## src/sv/wvn_pkg.sv

```systemverilog
`timescale 1ns / 1ps

package wvn_pkg;

    localparam int SAMPLE_WIDTH_DEF = 16;
    localparam int NORM_W           = 32;
    localparam int ACC_W            = 64;
    localparam int SQRT_STEPS       = ACC_W / 2;
    localparam int FIFO_DEPTH       = 4;

    localparam logic MODE_INF = 1'b0;
    localparam logic MODE_L2  = 1'b1;

    typedef struct packed {
        logic [NORM_W-1:0] norm_value;
        logic              overflowed;
    } wvn_result_t;

endpackage

```

## src/sv/weighted_vector_norm.sv

```systemverilog
`timescale 1ns / 1ps
// Result path: product register, queue, square stage and statistics update;
// an L2-norm result also passes the square root state (one root bit per cycle).
// Throughput: one element per cycle within a vector while the queue is not full;
// after the last element the back end pops nothing until the result is taken.
// Reset: rst_n is asynchronous, active low; clears the pipeline, queue and
// statistics, and sets norm_mode to the infinity norm.

module weighted_vector_norm #(
    parameter int SAMPLE_WIDTH = wvn_pkg::SAMPLE_WIDTH_DEF
) (
    input  logic                                      clk,
    input  logic                                      rst_n,
    input  logic                                      cfg_valid,
    output logic                                      cfg_ready,
    input  logic [0:0]                                cfg_data,      // norm_mode
    input  logic                                      s_axis_tvalid,
    output logic                                      s_axis_tready,
    // element_value, element_weight, zero padding
    input  logic [((2*SAMPLE_WIDTH+7)/8)*8-1:0]       s_axis_tdata,
    input  logic                                      s_axis_tlast,  // last_element
    output logic                                      m_axis_tvalid,
    input  logic                                      m_axis_tready,
    output logic [wvn_pkg::NORM_W-1:0]                m_axis_tdata,  // norm_value
    output logic                                      m_axis_tuser   // overflowed
);

    localparam int ENTRY_W = 2 * SAMPLE_WIDTH;

    logic                 norm_mode_reg;
    logic                 push;
    logic                 full;
    logic                 pop;
    logic                 empty;
    logic [ENTRY_W-1:0]   push_data;
    logic [ENTRY_W-1:0]   rd_data;
    wvn_pkg::wvn_result_t result;

    assign cfg_ready = 1'b1;

    always_ff @(posedge clk or negedge rst_n)
    begin
        if (!rst_n)
        begin
            norm_mode_reg <= wvn_pkg::MODE_INF;
        end
        else if (cfg_valid && cfg_ready)
        begin
            norm_mode_reg <= cfg_data[0];
        end
    end

    wvn_front #(
        .SAMPLE_WIDTH (SAMPLE_WIDTH)
    ) u_front (
        .clk            (clk),
        .rst_n          (rst_n),
        .in_valid       (s_axis_tvalid),
        .in_ready       (s_axis_tready),
        .element_value  (s_axis_tdata[SAMPLE_WIDTH-1:0]),
        .element_weight (s_axis_tdata[2*SAMPLE_WIDTH-1:SAMPLE_WIDTH]),
        .last_element   (s_axis_tlast),
        .push           (push),
        .full           (full),
        .push_data      (push_data)
    );

    wvn_fifo #(
        .WIDTH (ENTRY_W),
        .DEPTH (wvn_pkg::FIFO_DEPTH)
    ) u_fifo (
        .clk     (clk),
        .rst_n   (rst_n),
        .push    (push),
        .wr_data (push_data),
        .full    (full),
        .pop     (pop),
        .rd_data (rd_data),
        .empty   (empty)
    );

    wvn_back #(
        .SAMPLE_WIDTH (SAMPLE_WIDTH)
    ) u_back (
        .clk       (clk),
        .rst_n     (rst_n),
        .norm_mode (norm_mode_reg),
        .rd_data   (rd_data),
        .empty     (empty),
        .pop       (pop),
        .out_valid (m_axis_tvalid),
        .out_ready (m_axis_tready),
        .result    (result)
    );

    assign m_axis_tdata = result.norm_value;
    assign m_axis_tuser = result.overflowed;

endmodule

```

## src/sv/wvn_front.sv

```systemverilog
`timescale 1ns / 1ps

module wvn_front #(
    parameter int SAMPLE_WIDTH = wvn_pkg::SAMPLE_WIDTH_DEF
) (
    input  logic                      clk,
    input  logic                      rst_n,
    input  logic                      in_valid,
    output logic                      in_ready,
    input  logic [SAMPLE_WIDTH-1:0]   element_value,
    input  logic [SAMPLE_WIDTH-1:0]   element_weight,
    input  logic                      last_element,
    output logic                      push,
    input  logic                      full,
    output logic [2*SAMPLE_WIDTH-1:0] push_data
);

    localparam int PROD_W = 2 * SAMPLE_WIDTH;
    localparam int MAG_W  = PROD_W - 1;

    logic              p_valid_reg;
    logic [PROD_W-1:0] prod_reg;
    logic              last_reg;
    logic [PROD_W-1:0] prod_next;
    logic [PROD_W-1:0] mag_full;

    assign prod_next = PROD_W'($signed(element_value) * $signed(element_weight));

    // The largest magnitude is 2^(PROD_W-2), so one bit less than the product holds it.
    assign mag_full  = prod_reg[PROD_W-1] ? (PROD_W'(0) - prod_reg) : prod_reg;
    assign push      = p_valid_reg && !full;
    assign in_ready  = !p_valid_reg || !full;
    assign push_data = {last_reg, mag_full[MAG_W-1:0]};

    always_ff @(posedge clk or negedge rst_n)
    begin
        if (!rst_n)
        begin
            p_valid_reg <= 1'b0;
        end
        else if (in_ready)
        begin
            p_valid_reg <= in_valid;
        end
    end

    always_ff @(posedge clk)
    begin
        if (in_valid && in_ready)
        begin
            prod_reg <= prod_next;
            last_reg <= last_element;
        end
    end

endmodule

```

## src/sv/wvn_fifo.sv

```systemverilog
`timescale 1ns / 1ps

module wvn_fifo #(
    parameter int WIDTH = 32,
    parameter int DEPTH = wvn_pkg::FIFO_DEPTH
) (
    input  logic             clk,
    input  logic             rst_n,
    input  logic             push,
    input  logic [WIDTH-1:0] wr_data,
    output logic             full,
    input  logic             pop,
    output logic [WIDTH-1:0] rd_data,
    output logic             empty
);

    localparam int PTR_W = (DEPTH > 1) ? $clog2(DEPTH) : 1;
    localparam int CNT_W = $clog2(DEPTH + 1);

    logic [WIDTH-1:0] mem_reg [DEPTH];
    logic [PTR_W-1:0] wr_ptr_reg;
    logic [PTR_W-1:0] rd_ptr_reg;
    logic [CNT_W-1:0] count_reg;

    assign full    = (count_reg == CNT_W'(DEPTH));
    assign empty   = (count_reg == CNT_W'(0));
    assign rd_data = mem_reg[rd_ptr_reg];

    always_ff @(posedge clk or negedge rst_n)
    begin
        if (!rst_n)
        begin
            wr_ptr_reg <= '0;
            rd_ptr_reg <= '0;
            count_reg  <= '0;
        end
        else
        begin
            if (push)
            begin
                wr_ptr_reg <= (wr_ptr_reg == PTR_W'(DEPTH - 1)) ? '0 : wr_ptr_reg + 1'b1;
            end
            if (pop)
            begin
                rd_ptr_reg <= (rd_ptr_reg == PTR_W'(DEPTH - 1)) ? '0 : rd_ptr_reg + 1'b1;
            end
            if (push && !pop)
            begin
                count_reg <= count_reg + 1'b1;
            end
            else if (pop && !push)
            begin
                count_reg <= count_reg - 1'b1;
            end
        end
    end

    always_ff @(posedge clk)
    begin
        if (push)
        begin
            mem_reg[wr_ptr_reg] <= wr_data;
        end
    end

endmodule

```

## src/sv/wvn_back.sv

```systemverilog
`timescale 1ns / 1ps

module wvn_back #(
    parameter int SAMPLE_WIDTH = wvn_pkg::SAMPLE_WIDTH_DEF
) (
    input  logic                      clk,
    input  logic                      rst_n,
    input  logic                      norm_mode,
    input  logic [2*SAMPLE_WIDTH-1:0] rd_data,
    input  logic                      empty,
    output logic                      pop,
    output logic                      out_valid,
    input  logic                      out_ready,
    output wvn_pkg::wvn_result_t      result
);

    localparam int MAG_W  = 2 * SAMPLE_WIDTH - 1;
    localparam int ACC_W  = wvn_pkg::ACC_W;
    localparam int NORM_W = wvn_pkg::NORM_W;
    localparam int CNT_W  = $clog2(wvn_pkg::SQRT_STEPS);

    localparam logic [1:0] ST_ACC  = 2'd0;
    localparam logic [1:0] ST_SQRT = 2'd1;
    localparam logic [1:0] ST_OUT  = 2'd2;

    logic [1:0]        state_reg;

    // Square stage.
    logic              s1_valid_reg;
    logic              s1_last_reg;
    logic              s1_big_reg;
    logic [MAG_W-1:0]  s1_mag_reg;
    logic [ACC_W-1:0]  s1_sq_reg;

    // Per-vector statistics.
    logic [MAG_W-1:0]  max_reg;
    logic [ACC_W-1:0]  sum_reg;
    logic              sat_reg;

    // Square root unit.
    logic [ACC_W-1:0]  x_reg;
    logic [ACC_W-1:0]  res_reg;
    logic [ACC_W-1:0]  bit_reg;
    logic [CNT_W-1:0]  cnt_reg;
    logic              flag_reg;

    wvn_pkg::wvn_result_t result_reg;

    logic [MAG_W-1:0]  pop_mag;
    logic [ACC_W-1:0]  pop_mag_ext;
    logic              pop_big;
    logic [ACC_W-1:0]  pop_sq;
    logic [MAG_W-1:0]  max_next;
    logic [ACC_W:0]    sum_add;
    logic              ovf;
    logic [ACC_W-1:0]  sum_next;
    logic              sat_next;
    logic [ACC_W-1:0]  max_ext;
    logic [NORM_W-1:0] max_sat;
    logic [ACC_W-1:0]  trial;
    logic              take;
    logic [ACC_W-1:0]  res_next;

    assign pop = !empty && (state_reg == ST_ACC) && !(s1_valid_reg && s1_last_reg);

    assign pop_mag     = rd_data[MAG_W-1:0];
    assign pop_mag_ext = ACC_W'(pop_mag);
    assign pop_big     = (pop_mag_ext[ACC_W-1:NORM_W] != '0);
    assign pop_sq      = pop_mag_ext[NORM_W-1:0] * pop_mag_ext[NORM_W-1:0];

    assign max_next = (s1_mag_reg > max_reg) ? s1_mag_reg : max_reg;
    assign sum_add  = {1'b0, sum_reg} + {1'b0, s1_sq_reg};
    assign ovf      = s1_big_reg || sum_add[ACC_W];
    assign sum_next = ovf ? '1 : sum_add[ACC_W-1:0];
    assign sat_next = sat_reg || ovf;
    assign max_ext  = ACC_W'(max_next);
    assign max_sat  = (max_ext[ACC_W-1:NORM_W] != '0) ? '1 : max_ext[NORM_W-1:0];

    // One result bit per step; the root of a 64-bit value always fits in 32 bits.
    assign trial    = res_reg + bit_reg;
    assign take     = (x_reg >= trial);
    assign res_next = take ? ((res_reg >> 1) + bit_reg) : (res_reg >> 1);

    assign out_valid = (state_reg == ST_OUT);
    assign result    = result_reg;

    always_ff @(posedge clk or negedge rst_n)
    begin
        if (!rst_n)
        begin
            state_reg    <= ST_ACC;
            s1_valid_reg <= 1'b0;
            max_reg      <= '0;
            sum_reg      <= '0;
            sat_reg      <= 1'b0;
            cnt_reg      <= '0;
        end
        else
        begin
            s1_valid_reg <= pop;
            case (state_reg)
                ST_ACC:
                begin
                    if (s1_valid_reg)
                    begin
                        if (s1_last_reg)
                        begin
                            max_reg <= '0;
                            sum_reg <= '0;
                            sat_reg <= 1'b0;
                            cnt_reg <= CNT_W'(wvn_pkg::SQRT_STEPS - 1);
                            if (norm_mode == wvn_pkg::MODE_L2)
                            begin
                                state_reg <= ST_SQRT;
                            end
                            else
                            begin
                                state_reg <= ST_OUT;
                            end
                        end
                        else
                        begin
                            max_reg <= max_next;
                            sum_reg <= sum_next;
                            sat_reg <= sat_next;
                        end
                    end
                end
                ST_SQRT:
                begin
                    cnt_reg <= cnt_reg - 1'b1;
                    if (cnt_reg == '0)
                    begin
                        state_reg <= ST_OUT;
                    end
                end
                ST_OUT:
                begin
                    if (out_ready)
                    begin
                        state_reg <= ST_ACC;
                    end
                end
                default:
                begin
                    state_reg <= ST_ACC;
                end
            endcase
        end
    end

    always_ff @(posedge clk)
    begin
        if (pop)
        begin
            s1_last_reg <= rd_data[MAG_W];
            s1_big_reg  <= pop_big;
            s1_mag_reg  <= pop_mag;
            s1_sq_reg   <= pop_sq;
        end
        if ((state_reg == ST_ACC) && s1_valid_reg && s1_last_reg)
        begin
            x_reg    <= sum_next;
            res_reg  <= '0;
            bit_reg  <= ACC_W'(1) << (ACC_W - 2);
            flag_reg <= sat_next;
            result_reg.norm_value <= max_sat;
            result_reg.overflowed <= 1'b0;
        end
        else if (state_reg == ST_SQRT)
        begin
            if (take)
            begin
                x_reg <= x_reg - trial;
            end
            res_reg <= res_next;
            bit_reg <= bit_reg >> 2;
            if (cnt_reg == '0)
            begin
                result_reg.norm_value <= res_next[NORM_W-1:0];
                result_reg.overflowed <= flag_reg;
            end
        end
    end

endmodule

```

## config.mk

```make
export PLATFORM = sky130hd
export DESIGN_NAME = weighted_vector_norm
export DESIGN_NICKNAME = d
export VERILOG_FILES = /design/src/sv/wvn_pkg.sv /design/src/sv/weighted_vector_norm.sv /design/src/sv/wvn_front.sv /design/src/sv/wvn_fifo.sv /design/src/sv/wvn_back.sv
export SDC_FILE = /design/constraint.sdc
export NUM_CORES = 2
export LEC_CHECK = 0
export ABC_CLOCK_PERIOD_IN_PS = 39100
export CORE_ASPECT_RATIO = 1.5
export CORE_MARGIN = 3
export CORE_UTILIZATION = 35
export CTS_BUF_LIST = sky130_fd_sc_hd__clkbuf_8
export CTS_CLUSTER_SIZE = 10
export DETAILED_ROUTE_END_ITERATION = 12
export DONT_BUFFER_PORTS = 1
export MAX_ROUTING_LAYER = met4
export SLEW_MARGIN = 10
export SYNTH_ARGS = -nofsm -noshare
export SYNTH_HDL_FRONTEND = slang
export SYNTH_HIERARCHICAL = 1
export SYNTH_SLANG_ARGS = --single-unit
```

## constraint.sdc

```tcl
create_clock -name clk -period 39.1 [get_ports clk]
set_clock_uncertainty 0.2 [all_clocks]
set_input_delay 7.82 -clock clk [delete_from_list [all_inputs] [get_ports clk]]
set_output_delay 7.82 -clock clk [all_outputs]
set_load 0.005 [all_outputs]
```

; ---- Yosys cells after proc, flatten, opt, wreduce, memory -nomap -nowiden
; Memory sizes are Yosys's and may differ from the RTL's.
; Index checks and enable logic that the tools add are counted.
[word_totals]
mem_bits_rw = 128
mem_count = 1
out_inout_bits = 36
register_bits = 436
wordCells = 106
[op_classes]
multipliers = 2
n_mux = 28
order_cmp = 2
addsub = 10
n_eq_ne = 9
n_reduce_logical = 31
[memory_table]
columns = name, depth, width, read_ports, rd_clocked_by_memory_dff, write_ports, line
row1 = u_fifo.mem_reg, 4, 32, 1, 0, 1, wvn_fifo.sv:20  ; logic [WIDTH-1:0] mem_reg [DEPTH];
[op_table]
columns = op, n
row1 = 2-to-1 mux 64 bit, 6
row2 = 2-to-1 mux 32 bit, 3
row3 = 2-to-1 mux 31 bit, 3
row4 = adder 64 x 64 -> 65 bit, 1
row5 = adder 63 x 63 -> 64 bit, 1
row6 = adder 64 x 63 -> 64 bit, 1
row7 = greater-or-equal comparator 64 bit, 1
row8 = subtractor 64 bit, 1
row9 = multiplier 31 x 31 -> 62 bit, 1
row10 = multiplier 16 x 16 -> 32 bit, 1
row11 = greater-than comparator 31 bit, 1
row12 = subtractor 1 x 31 -> 31 bit (first input constant), 1
row13 = 2-to-1 mux 2 bit, 7
row14 = 2-to-1 mux 5 bit, 2
row15 = one-hot mux 5 bit (2 select lines), 1
row16 = nonzero test 2 bit, 5
row17 = logical AND 1 bit, 9
row18 = != test 2 x 1 -> 1 bit (second input constant), 4
row19 = AND reduction 2 bit, 4
row20 = == test 2 bit (second input constant), 3
row21 = zero test 1 bit, 6
row22 = 2-to-1 mux 3 bit, 2
row23 = one-hot mux 2 bit (3 select lines), 1
row24 = zero test 5 bit, 1
row25 = other kinds (12), 16

; ---- Depth between registers and ports, before layout
[depth]
word_depth = 7
depth_mapped = 34
depth_no_buf = 31

; ---- Modules after synthesis
; The synthesis kept the hierarchy.
[by_module_without_submodules]
columns = module, cells_per_inst, instances, area_per_inst_um2
row1 = wvn_back, 6151, 1, 54905.2
row2 = wvn_front, 1237, 1, 11548.6
row3 = wvn_fifo, 205, 1, 5081.1
row4 = weighted_vector_norm, 4, 1, 51.3

; ---- Least setup slack after synthesis
; OpenSTA, ideal clock, no wires.
[synth_path]
kind = flip-flop to flip-flop
startpoint = register u_back.s1_last_reg
endpoint = register u_fifo.rd_ptr_reg[0]
synth_period_minus_slack_ns = 17.487
setup_slack_ns = 21.613
setup_ns = 0.141
arrival_ns = 17.146
stages_incl_launch_ff = 4
path_cell_list = edfxtp_1 > clkbuf_1 > a2111oi_0 > mux2_2
[synth_via]
elab_chain_len = 3
[synth_lines]
columns = element, line
row1 = "start, declared", wvn_back.sv:30  ; logic s1_last_reg;
row2 = "start signal, assigned", wvn_back.sv:156  ; s1_last_reg <= rd_data[MAG_W];
row3 = logical AND 1 bit, wvn_back.sv:64  ; assign pop = !empty && (state_reg == ST_ACC) && !(s1_valid_reg && s1_last_reg);
row4 = zero test 1 bit, wvn_back.sv:64
row5 = logical AND 1 bit, wvn_back.sv:64
row6 = via pop, weighted_vector_norm.sv:33  ; logic pop;
row7 = "end signal, assigned", wvn_fifo.sv:45  ; rd_ptr_reg <= (rd_ptr_reg == PTR_W'(DEPTH - 1)) ? '0 : rd_ptr_reg + 1'b1;
row8 = "end, declared", wvn_fifo.sv:22  ; logic [PTR_W-1:0] rd_ptr_reg;
; The timed path passes the listed nets, and every way through them passes these cells.
; A chain may end at the register's enable or synchronous reset.

; ---- Worst setup path after layout
[layout_path]
startpoint = input port s_axis_tdata[15]
endpoint = register u_front.prod_reg[30] (data pin)
[layout_via]
elab_chain_len = 1
[layout_lines]
columns = element, line
row1 = "start, declared", weighted_vector_norm.sv:20  ; input logic [((2*SAMPLE_WIDTH+7)/8)*8-1:0] s_axis_tdata,
row2 = multiplier 16 x 16 -> 32 bit, wvn_front.sv:27  ; assign prod_next = PROD_W'($signed(element_value) * $signed(element_weight));
row3 = via u_front.prod_next[30], wvn_front.sv:24  ; logic [PROD_W-1:0] prod_next;
row4 = "end signal, assigned", wvn_front.sv:51  ; prod_reg <= prod_next;
row5 = "end, declared", wvn_front.sv:22  ; logic [PROD_W-1:0] prod_reg;
; The timed path passes the listed nets, and every way through them passes these cells.

==> summary.txt <==
Clocking
  • H-tree levels: 3
  • Resized cells post-CTS: 0
  • CTS tree: yes
  • Post-CTS Hold Fix Bufs: 0
  • Worst-Skew Late Latency: 0.88 ns
  • Clk buf depth: 3
  • Clock slew at reported path FFs: 0.06 ns
  • CTS buffer count: 96
  • Post-CTS setup buffer count: 0
  • CTS root buf: clkbuf_8
  • Clock sink total: 560

Drt
  • Initial drt markers: 2751
  • Routed wl met2: 112100 um
  • Routed WL: 207800 um
  • Via Count: 52930
  • WL met1: 75120 um
  • Post-DR vias/cell: 5.204
  • Drt first pass iters: 6
  • Final ANT Viol Nets: 0
  • DR WL met3: 6994 um
  • Max Used Layer: met4
  • Drt wl/cell: 20.43 um
  • DRC violation count after routing: 0

Timing
  • Tcrit/Tclk final: 0.3398
  • Unrepaired setup endpoints after global routing: no
  • Worst-margin pin slew: 1.235 ns
  • Final setup fails: 0
  • Final min period: 13.29 ns
  • Final hold violations: 0
  • Max frequency: 75.26 MHz
  • Max-slew violations: 0
  • Slew margin rel.: 0.1695
  • TNS Setup: 0 ns

Final layout
  • Area of the multi-input gates: 49900 um2
  • Most frequent cells in the layout: inv_1, fa_1, nand2_1, ha_1, nor2_1
  • Most common cell after layout, fill and taps aside: inv_1
  • Share of cells above drive strength 1: 0.04113
  • FF/Latch Area: 15270 um2
  • Largest register FFs: 128
  • Fill cells: 20490
  • Layout area overhead: 6.456%
  • Final nets: 9065
  • Post-route cell area: 76210 um2

Setup path
  • Crit start category: primary input
  • Crit-path max FO: 16
  • CP Data Arrival Time: 13.64 ns
  • CP endpoint kind: flop
  • Critical path class: primary input to flop
  • R2R cell count: 24
  • Critical Path RT: 39.45 ns

Synth
  • Number of flops mapped to enable cells by yosys: 349
  • FFs w/ async S/R, synth: 0.2018
  • Post-Synth Adder-Cell Area: 0.3848
  • Post-Syn Area per Cell: 9.423 um2
  • Main combinational cell family by area after synthesis: adder cells
  • Mapped Nets: 9231
  • Seq cells post-synth: 560
  • Compound-Gate Fraction of Synth Area: 0.1214
  • Post-Synth XOR/XNOR Area: 0.04539
  • Syn Inst Count: 7597
  • Synth warn: 6
  • Post-synthesis mux area share: 0.01774
  • Post-synthesis sequential area ratio: 0.2133
  • Post-Synth Simple-Gate Area: 0.1270
  • Cell area after synthesis: 71590 um2
  • Number of distinct library cells after synthesis: 96
  • Prevailing post-synth register cell: edfxtp_1

Hold path
  • Worst min path class: flop to flop
  • Hold Path Cell Cnt: 2

Placed design
  • Cell Area, Placed: 74040 um2
  • Post-DP HPWL: 169500 um
  • Port bufs: 0
  • RD Place Congestion: 0.9412

Floorplanning
  • Num rows: 202
  • Core area: 202700 um2
  • # IOs: 75
  • Die width: 375.3 um
  • Initial Utilization: 0.3532
  • Die Footprint: 210100 um2
  • Die span in y: 559.9 um

Status
  • Status: finished clean

Global route
  • Largest net degree at the start of global routing: 114
  • GRT Total Usage: 0.2039
  • Initial antenna violation count: 3
  • Global-route wire length before repair: 325900 um
  • Total grt overflow: 0
  • Vias in the first global route: 58580

Run
  • Maxcap violations: 0
==> area by class of cell <==
class,count,share of cell area
multi-input combinational,5351,0.6548
sequential,560,0.2004
inverter,1366,0.06731
tap,2652,0.04354
clock buffer,105,0.01896
clock inverter,74,0.009309
timing repair buffer,56,0.005517
antenna,6,0.0001970
==> per-stage QoR <==
stage	worst slack (ns)	util	instances	hold slack, ns
CTS	25.88	0.3759	10160	0.2807
detailed placement	24.98	0.3653	9985	0.2637
finish	25.81	0.3760	10170	0.2790
floorplan	21.61	-	7597	0.2315
global placement	24.99	0.3653	9985	0.2518
global route	25.53	0.3760	10170	0.3063
==> cell families (layout without fill, tap and decap cells) <==
| group | Yosys count | after routing |
|---|---|---|
| muxes | 84 | 84 |
| other | 1 | 7 |
| adders and majority gates | 1595 | 1595 |
| AOI/OAI and AO/OA | 1374 | 1374 |
| DFF | 560 | 560 |
| xor gates and xnor gates | 371 | 371 |
| buffers and inverters | 1686 | 1601 |
| and+or+nand+nor | 1926 | 1926 |
==> synthesized netlist by cell type (all sizes together) (113+ instances only) <==
master,instances,area share
fa,1011,0.28
edfxtp,349,0.15
dfrtp,113,0.040
ha,584,0.10
xnor2,232,0.028
a21o,139,0.015
o21ai,367,0.026
nand2,802,0.042
nor2,356,0.019
inv,1364,0.072
clkbuf,275,0.014
xor2,139,0.017
a21oi,348,0.024
and2,337,0.029
==> critical path, cell delays in order <==
cell,delay (ns)
nand2_1,0.09
inv_1,0.10
fa_1,0.65
fa_1,0.83
inv_1,0.15
fa_1,0.45
fa_1,0.55
inv_1,0.06
fa_1,0.56
fa_1,0.42
ha_1,0.39
a21oi_1,0.17
nor2b_1,0.25
o211ai_1,0.16
a31oi_1,0.31
nor2b_1,0.08
o21a_1,0.19
o41ai_1,0.30
xnor2_1,0.11
==> metal layers <==
metal	GRT usage	up-vias
met5	-	-
met4	0.1181	0
met3	0.02117	534
met2	0.3824	1302
met1	0.2032	26610
li1	-	24480
==> path summary, 6_finish.rpt <==
| check | from | end | slack, ns |
|---|---|---|---|
| worst max register to register | u_fifo/rd_ptr_reg[0]$_DFFE_PN0P_ | u_back/s1_sq_reg[49]$_DFFE_PP_ | 28.15 |
| min in group asynchronous | rst_n | norm_mode_reg$_DFFE_PN0P_ | 6.56 |
| worst min register to register | u_back/res_reg[0]$_SDFFE_PP0P_ | u_back/res_reg[0]$_SDFFE_PP0P_ | 0.28 |
| max in group asynchronous | rst_n | u_fifo/wr_ptr_reg[1]$_DFFE_PN0P_ | 31.69 |
| worst max-delay path | s_axis_tdata[15] | u_front/prod_reg[30]$_DFFE_PP_ | 25.81 |
| worst min-delay path | u_back/res_reg[0]$_SDFFE_PP0P_ | u_back/res_reg[0]$_SDFFE_PP0P_ | 0.28 |
Power is left out: the tool's default activity adds up to more than one toggle a clock period on the data nets, which glitch-free logic cannot reach.
